===== src/rtl/gscbr_pkg.sv =====
`timescale 1ns / 1ps
// ----------------------------------------------------------------------------
// gscbr_pkg
// Shared types and constants of the grid shift cipher with group reversal.
// ----------------------------------------------------------------------------
package gscbr_pkg;

    // Depth of the group stack and the widths that follow from it.
    localparam int MaxGroup = 64;
    localparam int AddrW    = (MaxGroup > 1) ? $clog2(MaxGroup) : 1;
    localparam int CntW     = $clog2(MaxGroup + 1);

    // Fixed field widths.
    localparam int CharW    = 8;
    localparam int ShiftW   = 3;
    localparam int LenW     = 7;
    localparam int CmpW     = (CntW > LenW) ? CntW : LenW;

    // Register indexes on the configuration port.
    localparam logic [1:0] RegShiftRow = 2'd0;
    localparam logic [1:0] RegShiftCol = 2'd1;
    localparam logic [1:0] RegGroupLen = 2'd2;

    // One stack entry: the flag above the character.
    typedef struct packed {
        logic             not_in_grid;
        logic [CharW-1:0] ch;
    } t_entry;

    typedef enum logic [0:0] {
        ST_IDLE  = 1'b0,
        ST_FLUSH = 1'b1
    } t_state;

endpackage


===== src/rtl/gscbr_subst.sv =====
`timescale 1ns / 1ps
// ----------------------------------------------------------------------------
// gscbr_subst
// Grid substitution: locates a character in the 6x6 grid and replaces it.
// ----------------------------------------------------------------------------
module gscbr_subst (
    input  logic [gscbr_pkg::CharW-1:0]  i_char,
    input  logic [gscbr_pkg::ShiftW-1:0] i_shift_row,
    input  logic [gscbr_pkg::ShiftW-1:0] i_shift_col,
    output gscbr_pkg::t_entry            o_entry
);

    logic       in_grid;
    logic [5:0] k;
    logic [2:0] row;
    logic [2:0] col;
    logic [2:0] srm;
    logic [2:0] scm;
    logic [3:0] nr;
    logic [3:0] nc;
    logic [5:0] nk;
    logic [5:0] row6;
    logic [5:0] nr6;

    // Shifts are taken modulo 6.
    assign srm = (i_shift_row >= 3'd6) ? i_shift_row - 3'd6 : i_shift_row;
    assign scm = (i_shift_col >= 3'd6) ? i_shift_col - 3'd6 : i_shift_col;

    always_comb begin
        in_grid = 1'b1;
        k       = 6'd0;
        if (i_char >= 8'd65 && i_char <= 8'd90) begin
            k = 6'(i_char - 8'd65);
        end else if (i_char >= 8'd49 && i_char <= 8'd57) begin
            k = 6'(i_char - 8'd49 + 8'd26);
        end else if (i_char == 8'd32) begin
            k = 6'd35;
        end else begin
            in_grid = 1'b0;
        end
    end

    // Row by threshold compares, column as the remainder.
    always_comb begin
        if (k >= 6'd30)      row = 3'd5;
        else if (k >= 6'd24) row = 3'd4;
        else if (k >= 6'd18) row = 3'd3;
        else if (k >= 6'd12) row = 3'd2;
        else if (k >= 6'd6)  row = 3'd1;
        else                 row = 3'd0;
    end

    assign row6 = ({3'b000, row} << 2) + ({3'b000, row} << 1);
    assign col  = 3'(k - row6);

    assign nr  = (row >= srm) ? {1'b0, row} - {1'b0, srm} : {1'b0, row} + 4'd6 - {1'b0, srm};
    assign nc  = (col >= scm) ? {1'b0, col} - {1'b0, scm} : {1'b0, col} + 4'd6 - {1'b0, scm};
    assign nr6 = ({2'b00, nr} << 2) + ({2'b00, nr} << 1);
    assign nk  = nr6 + {2'b00, nc};

    always_comb begin
        o_entry.not_in_grid = ~in_grid;
        if (!in_grid)          o_entry.ch = 8'd0;
        else if (nk < 6'd26)   o_entry.ch = 8'd65 + {2'b00, nk};
        else if (nk < 6'd35)   o_entry.ch = 8'd23 + {2'b00, nk};
        else                   o_entry.ch = 8'd32;
    end

endmodule


===== src/rtl/grid_shift_cipher_block_reverse_core.sv =====
`timescale 1ns / 1ps
// ----------------------------------------------------------------------------
// grid_shift_cipher_block_reverse_core
// Substitutes message characters through a shifted 6x6 grid and emits them in
// reversed groups, using a single-port stack memory.
// ----------------------------------------------------------------------------
//
// Channel   Direction  Signals                       Carries
// s_axis    in         tvalid/tready/tdata/tlast     char_in, tlast = msg_end
// m_axis    out        tvalid/tready/tdata/tuser/    char_out, tuser = {group_last,
//                      tlast                         not_in_grid}, tlast = msg_last
// apb       in         psel/penable/pwrite/paddr/    shift_row @0, shift_col @4,
//                      pwdata/prdata/pready          group_len @8
//
// A request is pushed onto the stack in the cycle it is accepted. When the push
// completes a group (or carries msg_end) the block flushes: the stack memory is
// read once per cycle, top first, unless an output stall holds the reads.
// Input requests are refused from the completing push until the last read of
// the flush is issued. Output stalls hold the read pipeline; the output
// register keeps the next request's pushes apart from a waiting result.
// Reset is synchronous and active low; it clears the count, the state, the
// configuration registers and the valid flags, while the stack memory keeps
// its contents, which are never read before being written.
// ----------------------------------------------------------------------------
module grid_shift_cipher_block_reverse_core (
    input  logic        i_clk,
    input  logic        i_rst_n,
    // Input stream
    input  logic        s_axis_tvalid,
    output logic        s_axis_tready,
    input  logic [7:0]  s_axis_tdata,   // [7:0] char_in
    input  logic        s_axis_tlast,   // msg_end
    // Output stream
    output logic        m_axis_tvalid,
    input  logic        m_axis_tready,
    output logic [7:0]  m_axis_tdata,   // [7:0] char_out
    output logic [1:0]  m_axis_tuser,   // [0] not_in_grid, [1] group_last
    output logic        m_axis_tlast,   // msg_last
    // Configuration port
    input  logic        psel,
    input  logic        penable,
    input  logic        pwrite,
    input  logic [3:0]  paddr,
    input  logic [31:0] pwdata,
    output logic [31:0] prdata,
    output logic        pready
);

    localparam int AddrW = gscbr_pkg::AddrW;
    localparam int CntW  = gscbr_pkg::CntW;
    localparam int CmpW  = gscbr_pkg::CmpW;

    // Configuration registers.
    logic [gscbr_pkg::ShiftW-1:0] r_shift_row;
    logic [gscbr_pkg::ShiftW-1:0] r_shift_col;
    logic [gscbr_pkg::LenW-1:0]   r_group_len;
    logic                         cfg_wr;

    // Control.
    gscbr_pkg::t_state r_state, n_state;
    logic [CntW-1:0]   r_cnt, n_cnt;
    logic              r_end, n_end;
    logic              push;
    logic              flush_now;
    logic              rd_issue;
    logic              load;
    logic [CntW-1:0]   limit;
    logic [CntW-1:0]   cnt_inc;

    // Stack memory and its registered read side.
    gscbr_pkg::t_entry mem [gscbr_pkg::MaxGroup];
    gscbr_pkg::t_entry sub_entry;
    gscbr_pkg::t_entry r_rd_data;
    logic              r_rd_vld;
    logic              r_rd_glast;
    logic              r_rd_mlast;
    logic [AddrW-1:0]  rd_addr;

    // Output register.
    logic              r_out_vld;
    gscbr_pkg::t_entry r_out_data;
    logic              r_out_glast;
    logic              r_out_mlast;

    // ------------------------------------------------------------------
    // Configuration port: writes land on the access cycle, reads are
    // returned straight from the registers.
    // ------------------------------------------------------------------
    assign pready = 1'b1;
    assign cfg_wr = psel & penable & pwrite & pready;

    always_ff @(posedge i_clk) begin
        if (!i_rst_n) begin
            r_shift_row <= '0;
            r_shift_col <= '0;
            r_group_len <= '0;
        end else if (cfg_wr) begin
            case (paddr[3:2])
                gscbr_pkg::RegShiftRow: r_shift_row <= pwdata[gscbr_pkg::ShiftW-1:0];
                gscbr_pkg::RegShiftCol: r_shift_col <= pwdata[gscbr_pkg::ShiftW-1:0];
                gscbr_pkg::RegGroupLen: r_group_len <= pwdata[gscbr_pkg::LenW-1:0];
                default: ;
            endcase
        end
    end

    always_comb begin
        case (paddr[3:2])
            gscbr_pkg::RegShiftRow: prdata = {{(32-gscbr_pkg::ShiftW){1'b0}}, r_shift_row};
            gscbr_pkg::RegShiftCol: prdata = {{(32-gscbr_pkg::ShiftW){1'b0}}, r_shift_col};
            gscbr_pkg::RegGroupLen: prdata = {{(32-gscbr_pkg::LenW){1'b0}}, r_group_len};
            default:                prdata = 32'd0;
        endcase
    end

    // ------------------------------------------------------------------
    // Substitution of the incoming character.
    // ------------------------------------------------------------------
    gscbr_subst u_subst (
        .i_char      (s_axis_tdata),
        .i_shift_row (r_shift_row),
        .i_shift_col (r_shift_col),
        .o_entry     (sub_entry)
    );

    // A group length of zero, or one beyond the stack depth, means the full
    // stack depth.
    always_comb begin
        if (r_group_len == '0 ||
            CmpW'(r_group_len) > CmpW'(gscbr_pkg::MaxGroup)) begin
            limit = CntW'(gscbr_pkg::MaxGroup);
        end else begin
            limit = CntW'(r_group_len);
        end
    end

    assign cnt_inc   = r_cnt + CntW'(1);
    assign flush_now = (cnt_inc >= limit) || s_axis_tlast;
    assign push      = s_axis_tvalid & s_axis_tready;

    // The read data register is free when empty or when it moves to the
    // output register in this cycle.
    assign load     = r_rd_vld & (~r_out_vld | m_axis_tready);
    assign rd_addr  = AddrW'(r_cnt - CntW'(1));

    // ------------------------------------------------------------------
    // Sequencer: next state.
    // ------------------------------------------------------------------
    always_comb begin
        n_state = r_state;
        case (r_state)
            gscbr_pkg::ST_IDLE: begin
                if (push && flush_now) n_state = gscbr_pkg::ST_FLUSH;
            end
            gscbr_pkg::ST_FLUSH: begin
                if (rd_issue && r_cnt == CntW'(1)) n_state = gscbr_pkg::ST_IDLE;
            end
            default: n_state = gscbr_pkg::ST_IDLE;
        endcase
    end

    // Sequencer: outputs.
    always_comb begin
        s_axis_tready = 1'b0;
        rd_issue      = 1'b0;
        case (r_state)
            gscbr_pkg::ST_IDLE:  s_axis_tready = 1'b1;
            gscbr_pkg::ST_FLUSH: rd_issue      = ~r_rd_vld | load;
            default: ;
        endcase
    end

    always_comb begin
        n_cnt = r_cnt;
        n_end = r_end;
        if (push) begin
            n_cnt = cnt_inc;
            n_end = s_axis_tlast;
        end else if (rd_issue) begin
            n_cnt = r_cnt - CntW'(1);
        end
    end

    always_ff @(posedge i_clk) begin
        if (!i_rst_n) begin
            r_state <= gscbr_pkg::ST_IDLE;
            r_cnt   <= '0;
            r_end   <= 1'b0;
        end else begin
            r_state <= n_state;
            r_cnt   <= n_cnt;
            r_end   <= n_end;
        end
    end

    // ------------------------------------------------------------------
    // Stack memory: one write port for pushes, one registered read for pops.
    // ------------------------------------------------------------------
    always_ff @(posedge i_clk) begin
        if (push) begin
            mem[AddrW'(r_cnt)] <= sub_entry;
        end
        if (rd_issue) begin
            r_rd_data  <= mem[rd_addr];
            r_rd_glast <= (r_cnt == CntW'(1));
            r_rd_mlast <= (r_cnt == CntW'(1)) & r_end;
        end
    end

    always_ff @(posedge i_clk) begin
        if (!i_rst_n) begin
            r_rd_vld <= 1'b0;
        end else if (rd_issue) begin
            r_rd_vld <= 1'b1;
        end else if (load) begin
            r_rd_vld <= 1'b0;
        end
    end

    // ------------------------------------------------------------------
    // Output register.
    // ------------------------------------------------------------------
    always_ff @(posedge i_clk) begin
        if (!i_rst_n) begin
            r_out_vld <= 1'b0;
        end else if (load) begin
            r_out_vld <= 1'b1;
        end else if (m_axis_tready) begin
            r_out_vld <= 1'b0;
        end
    end

    always_ff @(posedge i_clk) begin
        if (load) begin
            r_out_data  <= r_rd_data;
            r_out_glast <= r_rd_glast;
            r_out_mlast <= r_rd_mlast;
        end
    end

    assign m_axis_tvalid = r_out_vld;
    assign m_axis_tdata  = r_out_data.ch;
    assign m_axis_tuser  = {r_out_glast, r_out_data.not_in_grid};
    assign m_axis_tlast  = r_out_mlast;

    // ------------------------------------------------------------------
    // Assertions.
    // ------------------------------------------------------------------
    a_cnt_bound: assert property (@(posedge i_clk) disable iff (!i_rst_n)
        r_cnt <= CntW'(gscbr_pkg::MaxGroup))
        else $error("stack count beyond stack depth");

    a_no_push_in_flush: assert property (@(posedge i_clk) disable iff (!i_rst_n)
        r_state == gscbr_pkg::ST_FLUSH |-> !push)
        else $error("push accepted during a flush");

    a_flush_pops: assert property (@(posedge i_clk) disable iff (!i_rst_n)
        rd_issue |=> r_cnt == $past(r_cnt) - CntW'(1))
        else $error("flush read without count decrement");

    a_msg_last_ends_group: assert property (@(posedge i_clk) disable iff (!i_rst_n)
        m_axis_tvalid && m_axis_tlast |-> m_axis_tuser[1])
        else $error("message end not on a group end");

    a_flush_nonempty: assert property (@(posedge i_clk) disable iff (!i_rst_n)
        r_state == gscbr_pkg::ST_FLUSH |-> r_cnt != '0)
        else $error("flush with an empty stack");

endmodule


===== config.mk =====
export PLATFORM = sky130hd
export DESIGN_NAME = grid_shift_cipher_block_reverse_core
export DESIGN_NICKNAME = d
export VERILOG_FILES = /design/src/rtl/gscbr_pkg.sv /design/src/rtl/gscbr_subst.sv /design/src/rtl/grid_shift_cipher_block_reverse_core.sv
export SDC_FILE = /design/constraint.sdc
export NUM_CORES = 1
export LEC_CHECK = 0
export ABC_AREA = 0
export BUFFER_PORTS_ARGS = -buffer_cell sky130_fd_sc_hd__buf_2
export CORE_MARGIN = 5
export CORE_UTILIZATION = 50
export CTS_CLUSTER_DIAMETER = 150
export DETAILED_ROUTE_END_ITERATION = 16
export GPL_TIMING_DRIVEN = 1
export HOLD_SLACK_MARGIN = 0.03
export PLACE_DENSITY = 0.67
export SYNTH_ARGS = -nofsm -noshare
export SYNTH_HDL_FRONTEND = slang
export SYNTH_SLANG_ARGS = --single-unit
export TNS_END_PERCENT = 10

===== constraint.sdc =====
create_clock -name i_clk -period 24.6 [get_ports i_clk]
set_clock_uncertainty 0.05 [all_clocks]
set_input_delay 2.46 -clock i_clk [delete_from_list [all_inputs] [get_ports i_clk]]
set_output_delay 2.46 -clock i_clk [all_outputs]
set_load 0.05 [all_outputs]

After elaboration in Yosys (flattened, before gate mapping)
Memory sizes are Yosys's and may differ from the RTL's. A register that Yosys moved wholly into a read port is not among the register bits. Index checks and enable logic that the tools add are counted.

Input bits: 52. RAM bits: 576. Memories: 1. Bits in registers: 37. Output and inout bits: 46. Logic and storage cells: 113.

Memory list: mem (depth 64, width 9, rd ports 1, clocked after Yosys merged registers in 1, write ports 1, line grid_shift_cipher_block_reverse_core.sv:71) `gscbr_pkg::t_entry mem [gscbr_pkg::MaxGroup];`.

$add $sub $neg: 19. $lt $le $gt $ge: 17. Equality and inequality tests: 4. Bitwise logic cells: 11. Multiplexer cells: 33. Reductions and logical operators: 14.

Operators with widths (count): 8-bit two-way mux (3); 7-bit two-way mux (3); 7-bit one-hot mux with 3 select lines (1); 6-bit by 5-bit greater-or-equal comparator with 1-bit output, second input constant (3); 3-bit two-way mux (6); 6-bit two-way mux (3); 1-bit two-way mux (14); 3-bit by 3-bit adder with 4-bit output, second input constant (2); 7-bit by 6-bit adder with 8-bit output, first input constant (1); 8-bit by 6-bit equality test with 1-bit output, second input constant (1); 8-bit by 6-bit greater-or-equal comparator with 1-bit output, second input constant (1); 8-bit by 7-bit greater-or-equal comparator with 1-bit output, second input constant (1); 8-bit by 6-bit less-or-equal comparator with 1-bit output, second input constant (1); 8-bit by 7-bit less-or-equal comparator with 1-bit output, second input constant (1); 4-bit two-way mux (2); 3-bit by 3-bit subtractor with 4-bit output (2); 4-bit by 3-bit subtractor with 4-bit output (2); 5-bit by 6-bit adder with 7-bit output, first input constant (1); 7-bit by 1-bit adder with 7-bit output, second input constant (1); 7-bit by 1-bit equality test with 1-bit output, second input constant (1); 7-bit greater-or-equal comparator (1); 7-bit greater-than comparator, second input constant (1); 7-bit logical NOT (1); 7-bit by 1-bit subtractor with 7-bit output, second input constant (1); 25 further kinds (44).

Longest topological paths before layout
Word-level depth: 20. Depth in mapped cells: 32. Mapped depth without buffers: 31.

Hierarchy
A second synthesis with hierarchy kept.

Cells, all modules: 1483. Area total of the unflattened synthesis: 26580.5 um2.

Modules (own cells, without submodules): grid_shift_cipher_block_reverse_core (area an instance 24908.9 um2, instances 1, seq. area each 18437.7 um2, cells each 1278); gscbr_subst (area an instance 1671.6 um2, instances 1, seq. area each 0.0 um2, cells each 205).

Least setup slack after synthesis
Ideal clock, no wire load.

Kind: input-to-reg. Start: in s_axis_tdata[0]. End: mem mem[0][3] (netlist name) (data pin). Setup slack: 11.170 ns. Data arrival time: 12.658 ns. Library setup time: 0.721 ns. Required time: 23.829 ns. Stages: 31. Path buffers: 1. Cell sequence: inv_1 ha_1 nor4b_4 a21oi_1 a22oi_1 nor2_1 a21oi_1 a21o_1 ha_1 a211o_1 a21oi_1 o21ai_2 inv_2 xnor2_1 fa_1 inv_1 fa_1 a31oi_1 mux2i_1 fa_1 inv_1 ha_1 fa_1 xor2_1 o21a_1 a21oi_1 clkbuf_1 nand3_1 a21oi_1 nor3_1 a211oi_1.

RTL lines: start, declared (line grid_shift_cipher_block_reverse_core.sv:31) `input logic [7:0] s_axis_tdata,`; end, declared (line grid_shift_cipher_block_reverse_core.sv:71).

==> metrics.log <==
INFO  metric vias = 12,500
INFO  metric total_length_of_routed_wires = 53.9 mm
INFO  metric post-synth-top-area-fraction = 68.8%
INFO  metric max_slew.worst_pin.slew = 1.15 ns
INFO  metric grt_use_met3 = 3.62%
INFO  metric proportion_of_synthesized_area_in_mux_cells = 17.0%
INFO  metric run_status = finished, final reports clean
INFO  metric timing.final.crit_period = 9.83 ns
INFO  metric synth_seq_area_share = 70.6%
INFO  metric hold_viol = 0
INFO  metric crit_arrival = 10.09 ns
INFO  metric port_buffers = 44
INFO  metric filler_cell_count = 3,854
INFO  metric synth-compound-area-share = 2.12%
INFO  metric rsz0062_at_grt = false
INFO  metric cellLeakagePower = 9.24 nW
INFO  metric grt_overflow = 0
INFO  metric postSynthAreaPerCell = 19.7 um2
INFO  metric fmax = 0.102 GHz
INFO  metric dr.pass1.iters = 5
INFO  metric post-dp-hpwl = 33.6 mm
INFO  metric yosys_register_bits = 622
INFO  metric drtAntennaViolNets = 0
INFO  metric design.portCount = 98
INFO  metric clock_insertion_delay_at_the_later_pin_of_the_skew_report = 0.62 ns
INFO  metric num_clock_sinks = 622
INFO  metric grt_use_met2 = 31.5%
INFO  metric final.setup.tns = 0 ns
INFO  metric place.gp.congestion = 0.803
INFO  metric post_drt_via_cell_ratio = 5.71
INFO  metric cts-root-buf = sky130_fd_sc_hd__clkbuf_16
INFO  metric post_synth_instance_area = 26,100 um2
INFO  metric post_drt_wl_per_cell = 24.6 um
INFO  metric cts.htree.levels = 2
INFO  metric gr-usage-met1 = 27.0%
INFO  metric slew_viol_final = 0
INFO  metric peak_ir_drop_on_the_vdd_network = 0.0632 mV
INFO  metric placed_insts = 2,078
INFO  metric synth_edf_count = 598
INFO  metric synth_cells = 1,328
INFO  metric synth-simple-area-share = 4.21%
INFO  metric number_of_buffers_inserted_for_hold_repair_after_clock_tree_synthesis = 0
INFO  metric ys_async_sr_fraction = 0%
INFO  metric post_layout_nonfiller_instances = 2,190
INFO  metric placedInstanceArea = 27,300 um2
INFO  metric hold_class = flip-flop to flip-flop
INFO  metric max_cap_violations = 0
INFO  metric gr-usage-all-layers = 19.1%
INFO  metric grt_max_degree = 72
INFO  metric finish.instance_area = 29,200 um2
INFO  metric core = 51,500 um2
INFO  metric worstSetupPathType = primary input to flip-flop
INFO  metric cts_tree = done
INFO  metric grt_pass1_vias = 12,700
INFO  metric initial_core_util = 50.7%
INFO  metric final_critical_path_setup_slack = 14.77 ns
INFO  metric max-slew-margin-rel = 23.0%
INFO  metric cts_post_setup_buffers_inserted = 0
INFO  metric powerDensity = 94.3 nW/um2
INFO  metric clkTransAtPathRegs = 0.06 ns
INFO  metric post-route-drc-count = 0
INFO  metric cts_max_path_buffers = 3
INFO  metric synthAdderAreaFrac = 2.61%
INFO  metric chipWidth = 239 um
INFO  metric num_rows = 83
INFO  metric tritoncts_buffer_count = 60
INFO  metric synth_xor_xnor_area_share = 1.17%
INFO  metric pnr_total_power = 2.76 mW
INFO  metric grt_pass1_wl = 80.8 mm
INFO  metric final_min_period_over_clock_period = 40.0%
INFO  metric design.final.nets = 1,561
INFO  metric crit_path_top_delay_cell = sky130_fd_sc_hd__a21oi_1
INFO  metric setup_viol_count_final = 0
INFO  metric die_outline_area = 56,900 um2
INFO  metric main_combinational_cell_family_by_area_after_synthesis = multiplexers
INFO  metric drive_above_1_share = 25.0%
INFO  metric synth.lib_cells_used.distinct = 67
INFO  metric worst_slack_placed = 14.19 ns
INFO  metric primary_flip_flop_cell_chosen_by_synthesis_mapping = sky130_fd_sc_hd__edfxtp_1
INFO  metric cp_data_required_time = 24.85 ns
INFO  metric chipHeight = 239 um
INFO  metric startpoint_type = primary input
INFO  metric yosys-top-cells-count = 598 x sky130_fd_sc_hd__edfxtp_1, 189 x sky130_fd_sc_hd__mux4_2, 78 x sky130_fd_sc_hd__nor2_1
INFO  metric grt_antenna_before_repair = 2
INFO  metric initialDrtViolationCount = 1,163
INFO  metric grt-busiest-layer = met2
INFO  metric synth_top_area_cell = sky130_fd_sc_hd__edfxtp_1
INFO  metric area_growth = 11.8%
INFO  metric timing.critical_path.fanout_max = 64
INFO  metric biggest_area_contributors_in_the_synthesized_netlist = sky130_fd_sc_hd__edfxtp_1 69%, sky130_fd_sc_hd__mux4_2 16%, sky130_fd_sc_hd__ha_1 1.9%
INFO  metric post-synth-top-count-cell = sky130_fd_sc_hd__edfxtp_1
INFO  metric cts-resized-gates = 0
INFO  metric critPathMaxStageDelay = 0.70 ns
INFO  metric yosysWarningCount = 0
INFO  metric setup.worst_path.end_class = flip-flop
-- metal layers --
layer  part of all wire (%)  wire length [um]
met1                     42             22700
met2                     50             27000
met3                    6.0              3240
met4                    1.8               997
met5                      0                 0
-- flip-flops by register name (all words and copies together) (netlist names), 3 cells and up --
register,flops
r_shift_col,3
m_axis_tdata,8
r_cnt,7
r_shift_row,3
r_rd_data,9
mem,576
r_group_len,7
-- metrics by stage --
stage	utilization, %	hold slack [ns]
after floorplan	-	0.350
after global placement	53.1	0.355
after detailed placement	53.1	0.355
after CTS	56.7	0.367
after global routing	56.7	0.380
final	56.7	0.366
-- final timing paths --
check,start,end,slack (ns),cells past startpoint
max,s_axis_tdata[0],mem[8][3]$_DFFE_PP_,14.77,32
min,r_rd_data[3]$_DFFE_PP_,m_axis_tdata[3]$_DFFE_PP_,0.37,0
max reg2reg,r_shift_col[0]$_SDFFE_PN0P_,mem[8][3]$_DFFE_PP_,18.89,18
min reg2reg,r_rd_data[3]$_DFFE_PP_,m_axis_tdata[3]$_DFFE_PP_,0.37,0
-- critical path: cells and delay by family --
| family | cells | cell delay [ns] |
|---|---|---|
| compound gates | 12 | 2.79 |
| xor+xnor | 2 | 0.54 |
| fa+ha+maj | 7 | 2.22 |
| buf+inv | 6 | 1.07 |
| mux | 1 | 0.17 |
| simple gates | 4 | 0.78 |
-- logic make-up (layout without fill, tap and decap cells) --
logic type / count (synthesis) / in the layout
flip-flops: 622 / 622
AND/OR/NAND/NOR: 214 / 214
multiplexers: 206 / 206
buffers and inverters: 125 / 218
AO/OA/AOI/OAI: 76 / 76
adder cells (fa/ha/maj): 49 / 49
XOR/XNOR: 34 / 34
other: 2 / 91
-- cells in the final DEF (no fill, tap or decap), types with 8 or more instances in the layout --
cell type                    netlist  routed
sky130_fd_sc_hd__xor2_1           11      11
sky130_fd_sc_hd__nor2b_1          22      21
sky130_fd_sc_hd__mux4_2          189     189
sky130_fd_sc_hd__conb_1            2      90
sky130_fd_sc_hd__edfxtp_1        598     598
sky130_fd_sc_hd__nand3_1          22      22
sky130_fd_sc_hd__xnor2_1          22      20
sky130_fd_sc_hd__a21oi_1          18      17
sky130_fd_sc_hd__and2_1           10      10
sky130_fd_sc_hd__ha_1             40      39
sky130_fd_sc_hd__nand2_1          28      28
sky130_fd_sc_hd__inv_1            40      40
sky130_fd_sc_hd__buf_4            27      22
sky130_fd_sc_hd__dfxtp_1          24      23
sky130_fd_sc_hd__nor2_1           78      76
sky130_fd_sc_hd__clkbuf_1         33      14
sky130_fd_sc_hd__nand2b_1         10      10
sky130_fd_sc_hd__nor3_1           12       9
sky130_fd_sc_hd__clkinv_1          0      10
sky130_fd_sc_hd__buf_2            13      44
sky130_fd_sc_hd__fa_1              9       9
sky130_fd_sc_hd__o21ai_0          10      10
sky130_fd_sc_hd__mux2i_1          16      16
sky130_fd_sc_hd__clkbuf_16         0      61
sky130_fd_sc_hd__clkinvlp_4        0       8
sky130_fd_sc_hd__a21o_1            8       8
sky130_fd_sc_hd__clkinv_2          0      10
-- where the power goes --
part | switching [mW] | leakage [nW] | internal [mW]
logic | 0.367 | 2.90 | 0.290
clock network | 0.386 | 0.884 | 0.486
registers | 0.0201 | 5.45 | 1.21
-- layout make-up --
cell class,count,area (um2),share of cell area (%)
clock inverter,36,278,0.951
multi-input combinational,669,7510,25.7
antenna,1,2.50,0.00857
sequential,622,18400,63.1
timing repair buffer,66,385,1.32
clock buffer,75,1580,5.41
tap,680,851,2.91
inverter,41,154,0.527
Note: power is estimated with default switching activity, not from simulation.
